## src/hdl/assert_macros.svh

```systemverilog
// ----------------------------------------------------------------------------
// assert_macros.svh
// Concurrent assertion shorthands used by the RTL.
// ----------------------------------------------------------------------------
`ifndef ASSERT_MACROS_SVH
`define ASSERT_MACROS_SVH

// same-cycle implication, disabled while in reset
`define ASSERT_SAME(lbl, clk, rst, ante, cons) \
   lbl: assert property (@(posedge clk) disable iff (rst) (ante) |-> (cons)) \
      else $error("assertion failed");

// next-cycle implication, disabled while in reset
`define ASSERT_NEXT(lbl, clk, rst, ante, cons) \
   lbl: assert property (@(posedge clk) disable iff (rst) (ante) |=> (cons)) \
      else $error("assertion failed");

`endif

```

## src/hdl/twrq_pkg.sv

```systemverilog
// ----------------------------------------------------------------------------
// twrq_pkg
// Shared widths, request codes and controller/datapath handshake types.
// ----------------------------------------------------------------------------
package twrq_pkg;

   localparam int ID_W  = 6;
   localparam int POS_W = 64;
   localparam int REQ_W = 2;

   localparam logic [POS_W-1:0] UINT64_MAX = {POS_W{1'b1}};

   typedef enum logic [REQ_W-1:0] {
      REQ_ADD     = 2'd0,
      REQ_REMOVE  = 2'd1,
      REQ_ADVANCE = 2'd2,
      REQ_NONE    = 2'd3
   } req_code_type;

   // controller -> datapath
   typedef struct packed {
      logic accept;        // request word taken this cycle
      logic scan_start;    // begin a min search over the table
      logic release_best;  // retire the current best waiter and rescan
      logic load_done;     // load a plain (no release) result word
      logic load_rel;      // load a release result word
   } cmd_type;

   // datapath -> controller
   typedef struct packed {
      logic scan_done;     // search finished, best registers final
      logic releasable;    // best waiter is due at the held position, or that position is zero
      logic rsp_free;      // result register can take a word
   } status_type;

endpackage

```

## src/hdl/twrq_req_if.sv

```systemverilog
// ----------------------------------------------------------------------------
// twrq_req_if
// Request channel: valid/ready with one request word.
// ----------------------------------------------------------------------------
interface twrq_req_if import twrq_pkg::*; ();

   logic                 valid;
   logic                 ready;
   logic [REQ_W-1:0]     req_type;
   logic [ID_W-1:0]      waiter_id;
   logic [POS_W-1:0]     position;

   modport source (output valid, output req_type, output waiter_id, output position,
                   input ready);
   modport sink   (input valid, input req_type, input waiter_id, input position,
                   output ready);

endinterface

```

## src/hdl/twrq_rsp_if.sv

```systemverilog
// ----------------------------------------------------------------------------
// twrq_rsp_if
// Result channel: valid/ready with one result word.
// ----------------------------------------------------------------------------
interface twrq_rsp_if import twrq_pkg::*; ();

   logic                 valid;
   logic                 ready;
   logic [ID_W-1:0]      woken_id;
   logic                 woken_valid;
   logic [POS_W-1:0]     min_waiting;
   logic                 error_flag;
   logic                 last_result;

   modport source (output valid, output woken_id, output woken_valid, output min_waiting,
                   output error_flag, output last_result, input ready);
   modport sink   (input valid, input woken_id, input woken_valid, input min_waiting,
                   input error_flag, input last_result, output ready);

endinterface

```

## src/hdl/twrq_datapath.sv

```systemverilog
// ----------------------------------------------------------------------------
// twrq_datapath
// Target memory, enrolled flags, sequential min search and result register.
// ----------------------------------------------------------------------------
module twrq_datapath import twrq_pkg::*; #(
   parameter int MAX_WAITERS = 64
) (
   input  logic               clock,
   input  logic               reset,
   input  logic [REQ_W-1:0]   req_type,
   input  logic [ID_W-1:0]    req_waiter_id,
   input  logic [POS_W-1:0]   req_position,
   input  cmd_type            cmd,
   output status_type         status,
   input  logic               rsp_ready,
   output logic               rsp_valid,
   output logic [ID_W-1:0]    rsp_woken_id,
   output logic               rsp_woken_valid,
   output logic [POS_W-1:0]   rsp_min_waiting,
   output logic               rsp_error_flag,
   output logic               rsp_last_result
);

   localparam int IDW  = $clog2(MAX_WAITERS);
   localparam int CNTW = $clog2(MAX_WAITERS + 1);

   logic [POS_W-1:0]       target_mem [MAX_WAITERS];

   logic [MAX_WAITERS-1:0] enrolled_ff, enrolled_in;
   logic [POS_W-1:0]       min_ff, min_in;
   logic                   err_ff, err_in;
   logic [POS_W-1:0]       pos_ff;

   logic [CNTW-1:0]        cnt_ff, cnt_in;
   logic                   active_ff, active_in;
   logic                   pipe_vld_ff;
   logic                   pipe_en_ff;
   logic [IDW-1:0]         pipe_id_ff;
   logic [POS_W-1:0]       rd_data_ff;
   logic                   done_ff, done_in;
   logic                   best_found_ff, best_found_in;
   logic [POS_W-1:0]       best_val_ff, best_val_in;
   logic [IDW-1:0]         best_id_ff, best_id_in;
   logic [IDW-1:0]         rel_id_ff;

   logic                   rsp_valid_ff, rsp_valid_in;
   logic [ID_W-1:0]        rsp_id_ff;
   logic                   rsp_wv_ff;
   logic [POS_W-1:0]       rsp_min_ff;
   logic                   rsp_err_ff;
   logic                   rsp_last_ff;

   logic                   id_ok;
   logic [IDW-1:0]         widx;
   logic [IDW-1:0]         ridx;
   logic                   is_add, is_rem;
   logic                   mem_we;
   logic                   issue;
   logic                   take;
   logic                   releasable;
   logic                   rsp_free;

   assign id_ok   = {1'b0, req_waiter_id} < (ID_W + 1)'(MAX_WAITERS);
   assign widx    = req_waiter_id[IDW-1:0];
   assign ridx    = cnt_ff[IDW-1:0];
   assign is_add  = cmd.accept && (req_type == REQ_ADD);
   assign is_rem  = cmd.accept && (req_type == REQ_REMOVE);
   assign mem_we  = is_add && id_ok && !enrolled_ff[widx];
   assign issue   = active_ff && (cnt_ff != CNTW'(MAX_WAITERS));
   assign take    = pipe_vld_ff && pipe_en_ff && (!best_found_ff || rd_data_ff < best_val_ff);
   assign releasable = best_found_ff && ((pos_ff == '0) || (best_val_ff <= pos_ff));
   assign rsp_free = !rsp_valid_ff || rsp_ready;

   always_comb begin
      enrolled_in = enrolled_ff;
      if (mem_we) begin
         enrolled_in[widx] = 1'b1;
      end
      if (is_rem && id_ok) begin
         enrolled_in[widx] = 1'b0;
      end
      if (cmd.release_best) begin
         enrolled_in[best_id_ff] = 1'b0;
      end

      min_in = min_ff;
      if (mem_we && (req_position < min_ff)) begin
         min_in = req_position;
      end else if (done_ff) begin
         min_in = best_found_ff ? best_val_ff : UINT64_MAX;
      end

      err_in = cmd.accept ? (is_add && id_ok && enrolled_ff[widx]) : err_ff;

      // search sequencing
      done_in   = active_ff && !issue && !pipe_vld_ff;
      active_in = active_ff;
      cnt_in    = cnt_ff;
      if (cmd.scan_start || cmd.release_best) begin
         active_in = 1'b1;
         cnt_in    = '0;
      end else begin
         if (done_in) begin
            active_in = 1'b0;
         end
         if (issue) begin
            cnt_in = cnt_ff + CNTW'(1);
         end
      end

      best_found_in = best_found_ff;
      best_val_in   = best_val_ff;
      best_id_in    = best_id_ff;
      if (cmd.scan_start || cmd.release_best) begin
         best_found_in = 1'b0;
      end else if (take) begin
         best_found_in = 1'b1;
         best_val_in   = rd_data_ff;
         best_id_in    = pipe_id_ff;
      end

      rsp_valid_in = rsp_valid_ff;
      if (cmd.load_done || cmd.load_rel) begin
         rsp_valid_in = 1'b1;
      end else if (rsp_ready) begin
         rsp_valid_in = 1'b0;
      end
   end

   // control state
   always_ff @(posedge clock) begin
      if (reset) begin
         enrolled_ff   <= '0;
         min_ff        <= UINT64_MAX;
         active_ff     <= 1'b0;
         pipe_vld_ff   <= 1'b0;
         done_ff       <= 1'b0;
         best_found_ff <= 1'b0;
         rsp_valid_ff  <= 1'b0;
      end else begin
         enrolled_ff   <= enrolled_in;
         min_ff        <= min_in;
         active_ff     <= active_in;
         pipe_vld_ff   <= issue;
         done_ff       <= done_in && !(cmd.scan_start || cmd.release_best);
         best_found_ff <= best_found_in;
         rsp_valid_ff  <= rsp_valid_in;
      end
   end

   // payload registers
   always_ff @(posedge clock) begin
      cnt_ff      <= cnt_in;
      err_ff      <= err_in;
      pipe_en_ff  <= enrolled_ff[ridx];
      pipe_id_ff  <= ridx;
      best_val_ff <= best_val_in;
      best_id_ff  <= best_id_in;
      if (cmd.accept) begin
         pos_ff <= req_position;
      end
      if (cmd.release_best) begin
         rel_id_ff <= best_id_ff;
      end
      if (cmd.load_done) begin
         rsp_id_ff   <= '0;
         rsp_wv_ff   <= 1'b0;
         rsp_min_ff  <= min_ff;
         rsp_err_ff  <= err_ff;
         rsp_last_ff <= 1'b1;
      end else if (cmd.load_rel) begin
         rsp_id_ff   <= ID_W'(rel_id_ff);
         rsp_wv_ff   <= 1'b1;
         rsp_min_ff  <= min_ff;
         rsp_err_ff  <= 1'b0;
         rsp_last_ff <= !releasable;
      end
   end

   // target memory: one write port, one registered read port
   always_ff @(posedge clock) begin
      if (mem_we) begin
         target_mem[widx] <= req_position;
      end
      rd_data_ff <= target_mem[ridx];
   end

   assign status.scan_done  = done_ff;
   assign status.releasable = releasable;
   assign status.rsp_free   = rsp_free;

   assign rsp_valid       = rsp_valid_ff;
   assign rsp_woken_id    = rsp_id_ff;
   assign rsp_woken_valid = rsp_wv_ff;
   assign rsp_min_waiting = rsp_min_ff;
   assign rsp_error_flag  = rsp_err_ff;
   assign rsp_last_result = rsp_last_ff;

endmodule

```

## src/hdl/twrq_ctrl.sv

```systemverilog
// ----------------------------------------------------------------------------
// twrq_ctrl
// Request sequencer: search, release and result loading.
// ----------------------------------------------------------------------------
module twrq_ctrl import twrq_pkg::*; (
   input  logic              clock,
   input  logic              reset,
   input  logic              req_valid,
   input  logic [REQ_W-1:0]  req_type,
   output logic              req_ready,
   input  status_type        status,
   output cmd_type           cmd
);

   typedef enum logic [2:0] {
      S_IDLE,
      S_SCAN_REM,
      S_SCAN_ADV,
      S_SCAN_REL,
      S_EMIT_REL,
      S_DONE
   } state_type;

   state_type state_ff, state_in;
   logic      ready_ff;

   always_comb begin
      cmd      = '0;
      state_in = state_ff;
      unique case (state_ff)
         S_IDLE: begin
            if (req_valid && ready_ff) begin
               cmd.accept = 1'b1;
               case (req_type)
                  REQ_REMOVE: begin
                     cmd.scan_start = 1'b1;
                     state_in       = S_SCAN_REM;
                  end
                  REQ_ADVANCE: begin
                     cmd.scan_start = 1'b1;
                     state_in       = S_SCAN_ADV;
                  end
                  default: state_in = S_DONE;
               endcase
            end
         end
         S_SCAN_REM: begin
            if (status.scan_done) begin
               state_in = S_DONE;
            end
         end
         S_SCAN_ADV: begin
            if (status.scan_done) begin
               if (status.releasable) begin
                  cmd.release_best = 1'b1;
                  state_in         = S_SCAN_REL;
               end else begin
                  state_in = S_DONE;
               end
            end
         end
         S_SCAN_REL: begin
            if (status.scan_done) begin
               state_in = S_EMIT_REL;
            end
         end
         S_EMIT_REL: begin
            if (status.rsp_free) begin
               cmd.load_rel = 1'b1;
               if (status.releasable) begin
                  cmd.release_best = 1'b1;
                  state_in         = S_SCAN_REL;
               end else begin
                  state_in = S_IDLE;
               end
            end
         end
         S_DONE: begin
            if (status.rsp_free) begin
               cmd.load_done = 1'b1;
               state_in      = S_IDLE;
            end
         end
         default: state_in = S_IDLE;
      endcase
   end

   always_ff @(posedge clock) begin
      if (reset) begin
         state_ff <= S_IDLE;
         ready_ff <= 1'b0;
      end else begin
         state_ff <= state_in;
         ready_ff <= (state_in == S_IDLE);
      end
   end

   assign req_ready = ready_ff;

endmodule

```

## src/hdl/threshold_waiter_release_queue_core.sv

```systemverilog
// ----------------------------------------------------------------------------
// threshold_waiter_release_queue_core: waiters released in target order
// One request in flight; the last result word is loaded before the next request
// is taken. Add/unknown need no table search, remove needs one, and an advance
// releasing k needs k+1: the first search plus one rescan per release.
// Sync reset: table empty, min all ones; target memory contents not cleared.
// ----------------------------------------------------------------------------
`include "assert_macros.svh"

module threshold_waiter_release_queue_core import twrq_pkg::*; #(
   parameter int MAX_WAITERS = 64
) (
   input  logic         clock,
   input  logic         reset,
   twrq_req_if.sink     req_if,
   twrq_rsp_if.source   rsp_if
);

   // The controller owns the request handshake and sequences the datapath.
   // The datapath owns the target memory, the enrolled flags, the running
   // minimum and the result register, so the result word can sit waiting
   // while the controller already searches for the next release.
   cmd_type    cmd;
   status_type status;

   twrq_ctrl u_ctrl (
      .clock     (clock),
      .reset     (reset),
      .req_valid (req_if.valid),
      .req_type  (req_if.req_type),
      .req_ready (req_if.ready),
      .status    (status),
      .cmd       (cmd)
   );

   // Search pass: reads one memory entry per cycle with registered data,
   // keeps the smallest enrolled target (strict compare, so the lowest id
   // wins a tie). An advance retires the best waiter and rescans to find
   // both the new minimum for that word and the next candidate.
   twrq_datapath #(
      .MAX_WAITERS (MAX_WAITERS)
   ) u_datapath (
      .clock           (clock),
      .reset           (reset),
      .req_type        (req_if.req_type),
      .req_waiter_id   (req_if.waiter_id),
      .req_position    (req_if.position),
      .cmd             (cmd),
      .status          (status),
      .rsp_ready       (rsp_if.ready),
      .rsp_valid       (rsp_if.valid),
      .rsp_woken_id    (rsp_if.woken_id),
      .rsp_woken_valid (rsp_if.woken_valid),
      .rsp_min_waiting (rsp_if.min_waiting),
      .rsp_error_flag  (rsp_if.error_flag),
      .rsp_last_result (rsp_if.last_result)
   );

   // one request at a time: the port closes right after a word is taken
   `ASSERT_NEXT(a_one_at_a_time, clock, reset, req_if.valid && req_if.ready, !req_if.ready)
   // a release word never carries the duplicate-add error
   `ASSERT_SAME(a_release_no_err, clock, reset, rsp_if.valid && rsp_if.woken_valid,
                !rsp_if.error_flag)
   // an error word always ends its request
   `ASSERT_SAME(a_err_is_last, clock, reset, rsp_if.valid && rsp_if.error_flag,
                rsp_if.last_result)
   // a word without a release reports id zero
   `ASSERT_SAME(a_no_release_id, clock, reset, rsp_if.valid && !rsp_if.woken_valid,
                rsp_if.woken_id == '0)

endmodule
```

## src/flat_wrapper.sv

```systemverilog
// flat-port wrapper written by rule: the top's interface ports become plain ports
module threshold_waiter_release_queue_core_flat import twrq_pkg::*;
#(
   parameter int MAX_WAITERS = 64
)
  (clock, reset, req_if_valid, req_if_req_type, req_if_waiter_id, req_if_position, req_if_ready, rsp_if_valid, rsp_if_woken_id, rsp_if_woken_valid, rsp_if_min_waiting, rsp_if_error_flag, rsp_if_last_result, rsp_if_ready);
  twrq_req_if req_if_i ();
  twrq_rsp_if rsp_if_i ();
  input  logic clock;
  input  logic reset;
  input wire logic [$bits(req_if_i.valid)-1:0] req_if_valid;
  input wire logic [$bits(req_if_i.req_type)-1:0] req_if_req_type;
  input wire logic [$bits(req_if_i.waiter_id)-1:0] req_if_waiter_id;
  input wire logic [$bits(req_if_i.position)-1:0] req_if_position;
  output wire logic [$bits(req_if_i.ready)-1:0] req_if_ready;
  output wire logic [$bits(rsp_if_i.valid)-1:0] rsp_if_valid;
  output wire logic [$bits(rsp_if_i.woken_id)-1:0] rsp_if_woken_id;
  output wire logic [$bits(rsp_if_i.woken_valid)-1:0] rsp_if_woken_valid;
  output wire logic [$bits(rsp_if_i.min_waiting)-1:0] rsp_if_min_waiting;
  output wire logic [$bits(rsp_if_i.error_flag)-1:0] rsp_if_error_flag;
  output wire logic [$bits(rsp_if_i.last_result)-1:0] rsp_if_last_result;
  input wire logic [$bits(rsp_if_i.ready)-1:0] rsp_if_ready;
  assign req_if_i.valid = req_if_valid;
  assign req_if_i.req_type = req_if_req_type;
  assign req_if_i.waiter_id = req_if_waiter_id;
  assign req_if_i.position = req_if_position;
  assign req_if_ready = req_if_i.ready;
  assign rsp_if_valid = rsp_if_i.valid;
  assign rsp_if_woken_id = rsp_if_i.woken_id;
  assign rsp_if_woken_valid = rsp_if_i.woken_valid;
  assign rsp_if_min_waiting = rsp_if_i.min_waiting;
  assign rsp_if_error_flag = rsp_if_i.error_flag;
  assign rsp_if_last_result = rsp_if_i.last_result;
  assign rsp_if_i.ready = rsp_if_ready;
  threshold_waiter_release_queue_core #(.MAX_WAITERS(MAX_WAITERS)) u_core (.clock(clock), .reset(reset), .req_if(req_if_i), .rsp_if(rsp_if_i));
endmodule
```

## config.mk

```make
export PLATFORM = sky130hd
export DESIGN_NAME = threshold_waiter_release_queue_core_flat
export DESIGN_NICKNAME = d
export VERILOG_FILES = /design/src/hdl/twrq_pkg.sv /design/src/hdl/twrq_req_if.sv /design/src/hdl/twrq_rsp_if.sv /design/src/hdl/twrq_datapath.sv /design/src/hdl/twrq_ctrl.sv /design/src/hdl/threshold_waiter_release_queue_core.sv /design/src/flat_wrapper.sv
export VERILOG_INCLUDE_DIRS = /design/src /design/src/hdl
export SDC_FILE = /design/constraint.sdc
export NUM_CORES = 2
export LEC_CHECK = 0
export BUFFER_PORTS_ARGS = -buffer_cell sky130_fd_sc_hd__buf_4
export CORE_UTILIZATION = 60
export DETAILED_ROUTE_END_ITERATION = 12
export PLACE_DENSITY = 0.8
export SLEW_MARGIN = 5
export SYNTH_ARGS = -nofsm -noshare
export SYNTH_HDL_FRONTEND = slang
export SYNTH_HIERARCHICAL = 1
export SYNTH_SLANG_ARGS = --single-unit
```

## constraint.sdc

```tcl
create_clock -name clock -period 12.2 [get_ports clock]
set_clock_uncertainty 0.2 [all_clocks]
set_input_delay 1.22 -clock clock [delete_from_list [all_inputs] [get_ports clock]]
set_output_delay 1.22 -clock clock [all_outputs]
set_load 0.02 [all_outputs]
```

# After elaboration in Yosys (flattened, before gate mapping)
# Memories as Yosys holds them, arrays and structs flattened. A register that Yosys moved wholly into a read port is not among the register bits.
# Cells that the tools add are included.
totals:
  regBits: 365
  rom_bits: 0
  n_memories: 1
  input_bits: 76
  ramBits: 4096
  output_inout_bits: 75
  wordCells: 128
  latch_bits: 0
classes:
  order_cmp: 8
  n_reduce_logical: 38
  div: 0
  addsub: 1
  multipliers: 0
  mux: 44
  bitwise_logic: 6
  n_shift: 0
  eq_ne: 8
mem_list:
  columns: ["name", "depth", "width", "rd", "rd_ports_with_merged_regs", "wr", "line_no", "text"]
  rows:
  - ["u_core.u_datapath.target_mem", 64, 64, 1, 1, 1, "twrq_datapath.sv:27", "logic [POS_W-1:0] target_mem [MAX_WAITERS];"]
op_table:
  columns: ["cell", "count"]
  rows:
  - ["64-bit two-way mux", 8]
  - ["64-bit AND", 2]
  - ["64-bit < comparator", 2]
  - ["64-bit NOT", 2]
  - ["64-bit less-or-equal comparator", 1]
  - ["64-bit zero test", 1]
  - ["64-bit OR", 1]
  - ["6-bit by 7-bit < comparator with 1-bit output, second input constant", 3]
  - ["3-bit two-way mux", 7]
  - ["1-bit two-way mux", 19]
  - ["3-bit case mux with 6 select lines", 1]
  - ["1-bit logical AND", 15]
  - ["1-bit binary-select mux with 6-bit select", 2]
  - ["1-bit demux with 6-bit select", 2]
  - ["6-bit by 1-bit >= comparator with 1-bit output, second input constant", 2]
  - ["2-bit nonzero test", 4]
  - ["7-bit by 1-bit adder with 7-bit output, second input constant", 1]
  - ["1-bit zero test", 7]
  - ["7-bit != test, second input constant", 1]
  - ["3-bit by 2-bit == test with 1-bit output, second input constant", 2]
  - ["3-bit == test, second input constant", 2]
  - ["3-bit zero test", 2]
  - ["2-bit two-way mux", 3]
  - ["3-bit case mux with 2 select lines", 1]
  - ["other kinds (9)", 14]

# Logic depth before layout (Yosys ltp)
logic_depth:
  depth_word: 12
  depth_mapped: 18
  mapped_depth_nobuf: 17

# Cells and area by module
# Netlist, hierarchy kept.
modules_own_cells:
  columns: ["module", "instances", "area_each_um2", "seq_area_each_um2", "cells_per_inst"]
  rows:
  - ["twrq_datapath", 1, 175869.9, 133568.1, 8019]
  - ["twrq_ctrl", 1, 320.3, 80.1, 39]

# Worst setup path before layout
# No wires, ideal clock.
synth_path:
  kind: "register to register"
  from: "reg u_core.u_datapath.best_val_ff[55]"
  to: "reg u_core.u_datapath.best_id_ff[0], enable pin"
  path_buffers: 1
  setup_time_ps: 605
  t_arrival_ps: 8339
  period_less_slack_ps: 9145
  required_time_ps: 11395
  path_stages_with_launch: 18
  path_slack_ps: 3055
  path_cell_list: "edfxtp_1 -> ha_1 -> and4_1 -> and4_1 -> nand4_1 -> nor4_1 -> a211oi_1 -> nor3b_1 -> o21ai_0 -> a21boi_0 -> buf_4 -> nand2b_1 -> a21oi_1 -> nor2_1 -> nand3_1 -> a211oi_1 -> o211ai_1 -> o32ai_1"
synth_lines:
  columns: ["item", "line_no", "text"]
  rows:
  - ["start, declared", "twrq_datapath.sv:42", "logic [POS_W-1:0] best_val_ff, best_val_in;"]
  - ["start signal, assigned", "twrq_datapath.sv:157", "best_val_ff <= best_val_in;"]
  - ["end signal, assigned", "twrq_datapath.sv:158", "best_id_ff <= best_id_in;"]
  - ["end, declared", "twrq_datapath.sv:43", "logic [IDW-1:0] best_id_ff, best_id_in;"]

==> impl_metrics.py <==
metrics = {
    "power": {
        "seqPwrFrac_pct": 44.5,
        "ir_worst_vdd_mv": 0.1755,
        "internal-power_mw": 28.30,
        "swShare_pct": 27.92,
        "clkPwrFrac_pct": 35.3,
        "p_leak_nw": 62.34,
        "combPwrFrac_pct": 20.2,
        "p_total_mw": 39.27,
        "power.density_nw_per_um2": 198.8,
        "p_sw_mw": 10.96,
    },
    "placement": {
        "pre_cts_ws_ns": 5.497,
        "dpl_cell_area_sq_um": 182900,
        "port_buffers": 150,
        "dp_hpwl_um": 320800,
        "gp_congestion": 1.035,
    },
    "global_route": {
        "grt_pass1_wl_um": 770600,
        "overflow": 0,
        "grt_max_degree": 132,
        "first_global_vias": 93030,
        "grt_antenna_before_repair": 70,
        "grt_usage_pct": 38.68,
    },
    "worst_setup_path": {
        "max_stage_delay_ns": 0.88,
        "critPathArrivalTime_ns": 7.32,
        "crit_type": "reg2reg",
        "cp_common_cell": "and4_1",
        "crit_family": "compound AO/OA/AOI/OAI gates",
        "cp_max_fo": 59,
        "reg2reg_from": "u_core/u_datapath/pos_ff[55]",
        "start_kind": "register",
        "critPathSlowestCell": "o21ai_0",
        "path_cells": "inv_1 -> ha_1 -> and4_1 -> and4_1 -> nand4_1 -> nor4_1 -> nand2_1 -> o21ai_0 -> a21boi_0 -> nand2b_1 -> a21oi_1 -> nor2_1 -> nand3_1 -> a211oi_1 -> o211ai_1 -> o32ai_4 -> buf_4",
        "crit_buf_inv": 2,
        "cp-startpoint": "u_core/u_datapath/pos_ff[55]",
        "crit_required_ns": 12.58,
        "crit_path_end_kind": "register",
    },
    "detailed_routing": {
        "drcViolationCount": 0,
        "viasPerCell": 7.543,
        "drt_iter0_drc": 18020,
        "num_vias": 96470,
        "wire_per_inst_um": 44.43,
        "drt_pass1_iterations": 9,
        "routed_wl_um": 568300,
        "postRouteAntennaNets": 0,
    },
    "clock_network": {
        "cts_resized": 0,
        "post_cts_buffers": 0,
        "h-tree-depth": 5,
        "cts_tree": "yes",
        "clkSinkCount": 4525,
        "clockBufferDepth": 4,
        "cts.hold.buffers_added": 0,
        "insertion_delay_ns": 1.06,
        "clock-root-buffer": "clkbuf_16",
        "clk_pin_slew_ns": 0.06,
        "cts-buffers-inserted": 435,
    },
    "synth": {
        "synth_ff_type": "edfxtp_1",
        "yosys_register_bits": 4525,
        "synth.cell_area_sq_um": 176200,
        "synth_warnings": 6,
        "synth.distinct_cells": 79,
        "synthArstFlopShare_pct": 0,
        "synth-edff-count": 4302,
        "synthesis.nets": 8327,
        "synthesis.instances": 8058,
        "avgSynthCellArea_sq_um": 21.87,
        "synth.yosys.seq_area_share_pct": 75.85,
    },
    "layout": {
        "final_common_cell": "edfxtp_1",
        "drive_above_1_share_pct": 28.50,
        "fillers": 16880,
        "final_util_pct": 67.74,
        "final_cell_mix": "4302 x edfxtp_1, 1265 x mux4_2, 436 x clkbuf_16",
        "syn2layout_area_growth_pct": 12.11,
        "nets": 8728,
        "final_area_sq_um": 197500,
    },
    "flow_run": {
        "maxCapViolations": 0,
    },
    "min_path": {
        "hp-start": "u_core/u_datapath/pipe_id_ff[1]",
        "hold_path_class": "reg2reg",
    },
    "floorplan": {
        "die_h_um": 543.9,
        "die_area_sq_um": 295800,
        "core_area_sq_um": 291600,
        "die_w_um": 543.9,
        "initial_utilization_pct": 60.42,
        "rows": 198,
        "ios": 151,
    },
    "sta": {
        "fin_ws_ns": 5.257,
        "final-max-slew-violation-count": 0,
        "period_needed_ns": 6.943,
        "finalSetupViolations": 0,
        "setup_tns_ns": 0,
        "fmax_mhz": 144.0,
        "tightest_slew_ns": 1.418,
        "rsz0062_at_grt": "false",
        "hold_violations": 0,
        "relSlewSlack_pct": 5.003,
        "timing.final.crit_share_pct": 56.91,
    },
    "run_status": {
        "status": "finished, final reports clean",
    },
}
area by class of cell:
cell class	count	area (sq um)	share of cell area, %
multi-input cells	2892	40370	20.44
clock buffers	525	11440	5.794
well taps	3900	4880	2.470
inverters	213	808.3	0.4092
flip-flops and latches	4525	133700	67.68
diodes	56	140.1	0.07095
clock inverters	287	3079	1.559
repair buffers	392	3124	1.582
power by group through the flow:
stage / Sequential, mW / Combinational (mW) / Clock, mW
after floorplan: 17.6 / 4.93 / 0
after global placement: 17.8 / 7.47 / 0
after global routing: 17.5 / 8.07 / 14.4
after CTS: 17.5 / 7.77 / 13.9
final: 17.5 / 7.92 / 13.9
after detailed placement: 17.8 / 7.56 / 0
logic make-up (layout without fill, tap and decap cells):
| family | after synthesis | count (layout) | share of synthesized area [%] |
|---|---|---|---|
| flip-flops | 4525 | 4525 | 75.85 |
| AO/OA/AOI/OAI | 635 | 635 | 2.383 |
| other | 0 | 56 | 0 |
| XOR/XNOR | 4 | 4 | 0.01989 |
| AND/OR/NAND/NOR | 668 | 668 | 1.944 |
| buffers and inverters | 641 | 1417 | 1.532 |
| multiplexers | 1392 | 1392 | 16.90 |
| adder cells (fa/ha/maj) | 193 | 193 | 1.371 |
metal layers:
metal | up-vias | GRT usage [%] | wire length [um]
li1 | 34760 | - | -
met1 | 49680 | 48.42 | 178300
met2 | 9893 | 58.95 | 261200
met3 | 2089 | 11.12 | 79090
met4 | 46 | 26.92 | 49150
met5 | - | 0.01623 | 540
per-stage QoR:
stage	cells	hold WS (ns)
after floorplan	8058	0.1290
after global placement	11920	0.1887
after detailed placement	11920	0.1906
after CTS	12730	0.1555
after global routing	12740	0.1554
final	12790	0.1493
flip-flops by register name (all words and copies together), names as in the netlist, 3 cells and up:
register,count
u_core/u_ctrl/state_ff,3
u_core/u_datapath/best_id_ff,6
u_core/u_datapath/best_val_ff,64
u_core/u_datapath/cnt_ff,7
u_core/u_datapath/enrolled_ff,64
u_core/u_datapath/min_ff,64
u_core/u_datapath/pipe_id_ff,6
u_core/u_datapath/pos_ff,64
u_core/u_datapath/rd_data_ff,64
u_core/u_datapath/rel_id_ff,6
u_core/u_datapath/rsp_min_waiting,64
u_core/u_datapath/rsp_woken_id,6
u_core/u_datapath/target_mem,4096
worst paths after layout:
check	slack, ns	endpoint	depth (start not counted)
worst max register to register	5.26	u_core/u_datapath/best_val_ff[29]	17
worst max-delay path	5.26	u_core/u_datapath/best_val_ff[29]	17
worst min-delay path	0.15	u_core/u_datapath/best_id_ff[1]	0
worst min register to register	0.15	u_core/u_datapath/best_id_ff[1]	0
Yosys cell counts, drive strengths merged (27+ instances only):
library cell | instances | area, sq um
nand4 | 36 | 225.2
dfxtp | 223 | 4464
mux2i | 124 | 1241
edfxtp | 4302 | 129200
nand2 | 145 | 561.8
nor2b | 32 | 207.7
ha | 193 | 2415
nor3 | 81 | 655.6
inv | 212 | 795.8
buf | 217 | 1107
o221ai | 27 | 236.5
nor2 | 263 | 997.2
a31oi | 82 | 513.0
o221a | 56 | 630.6
clkbuf | 211 | 792.0
o22ai | 47 | 294.0
o21ai | 72 | 360.3
a21oi | 220 | 1105
mux4 | 1265 | 28490
a211oi | 30 | 225.2
Power figures use the tool's default switching activity.
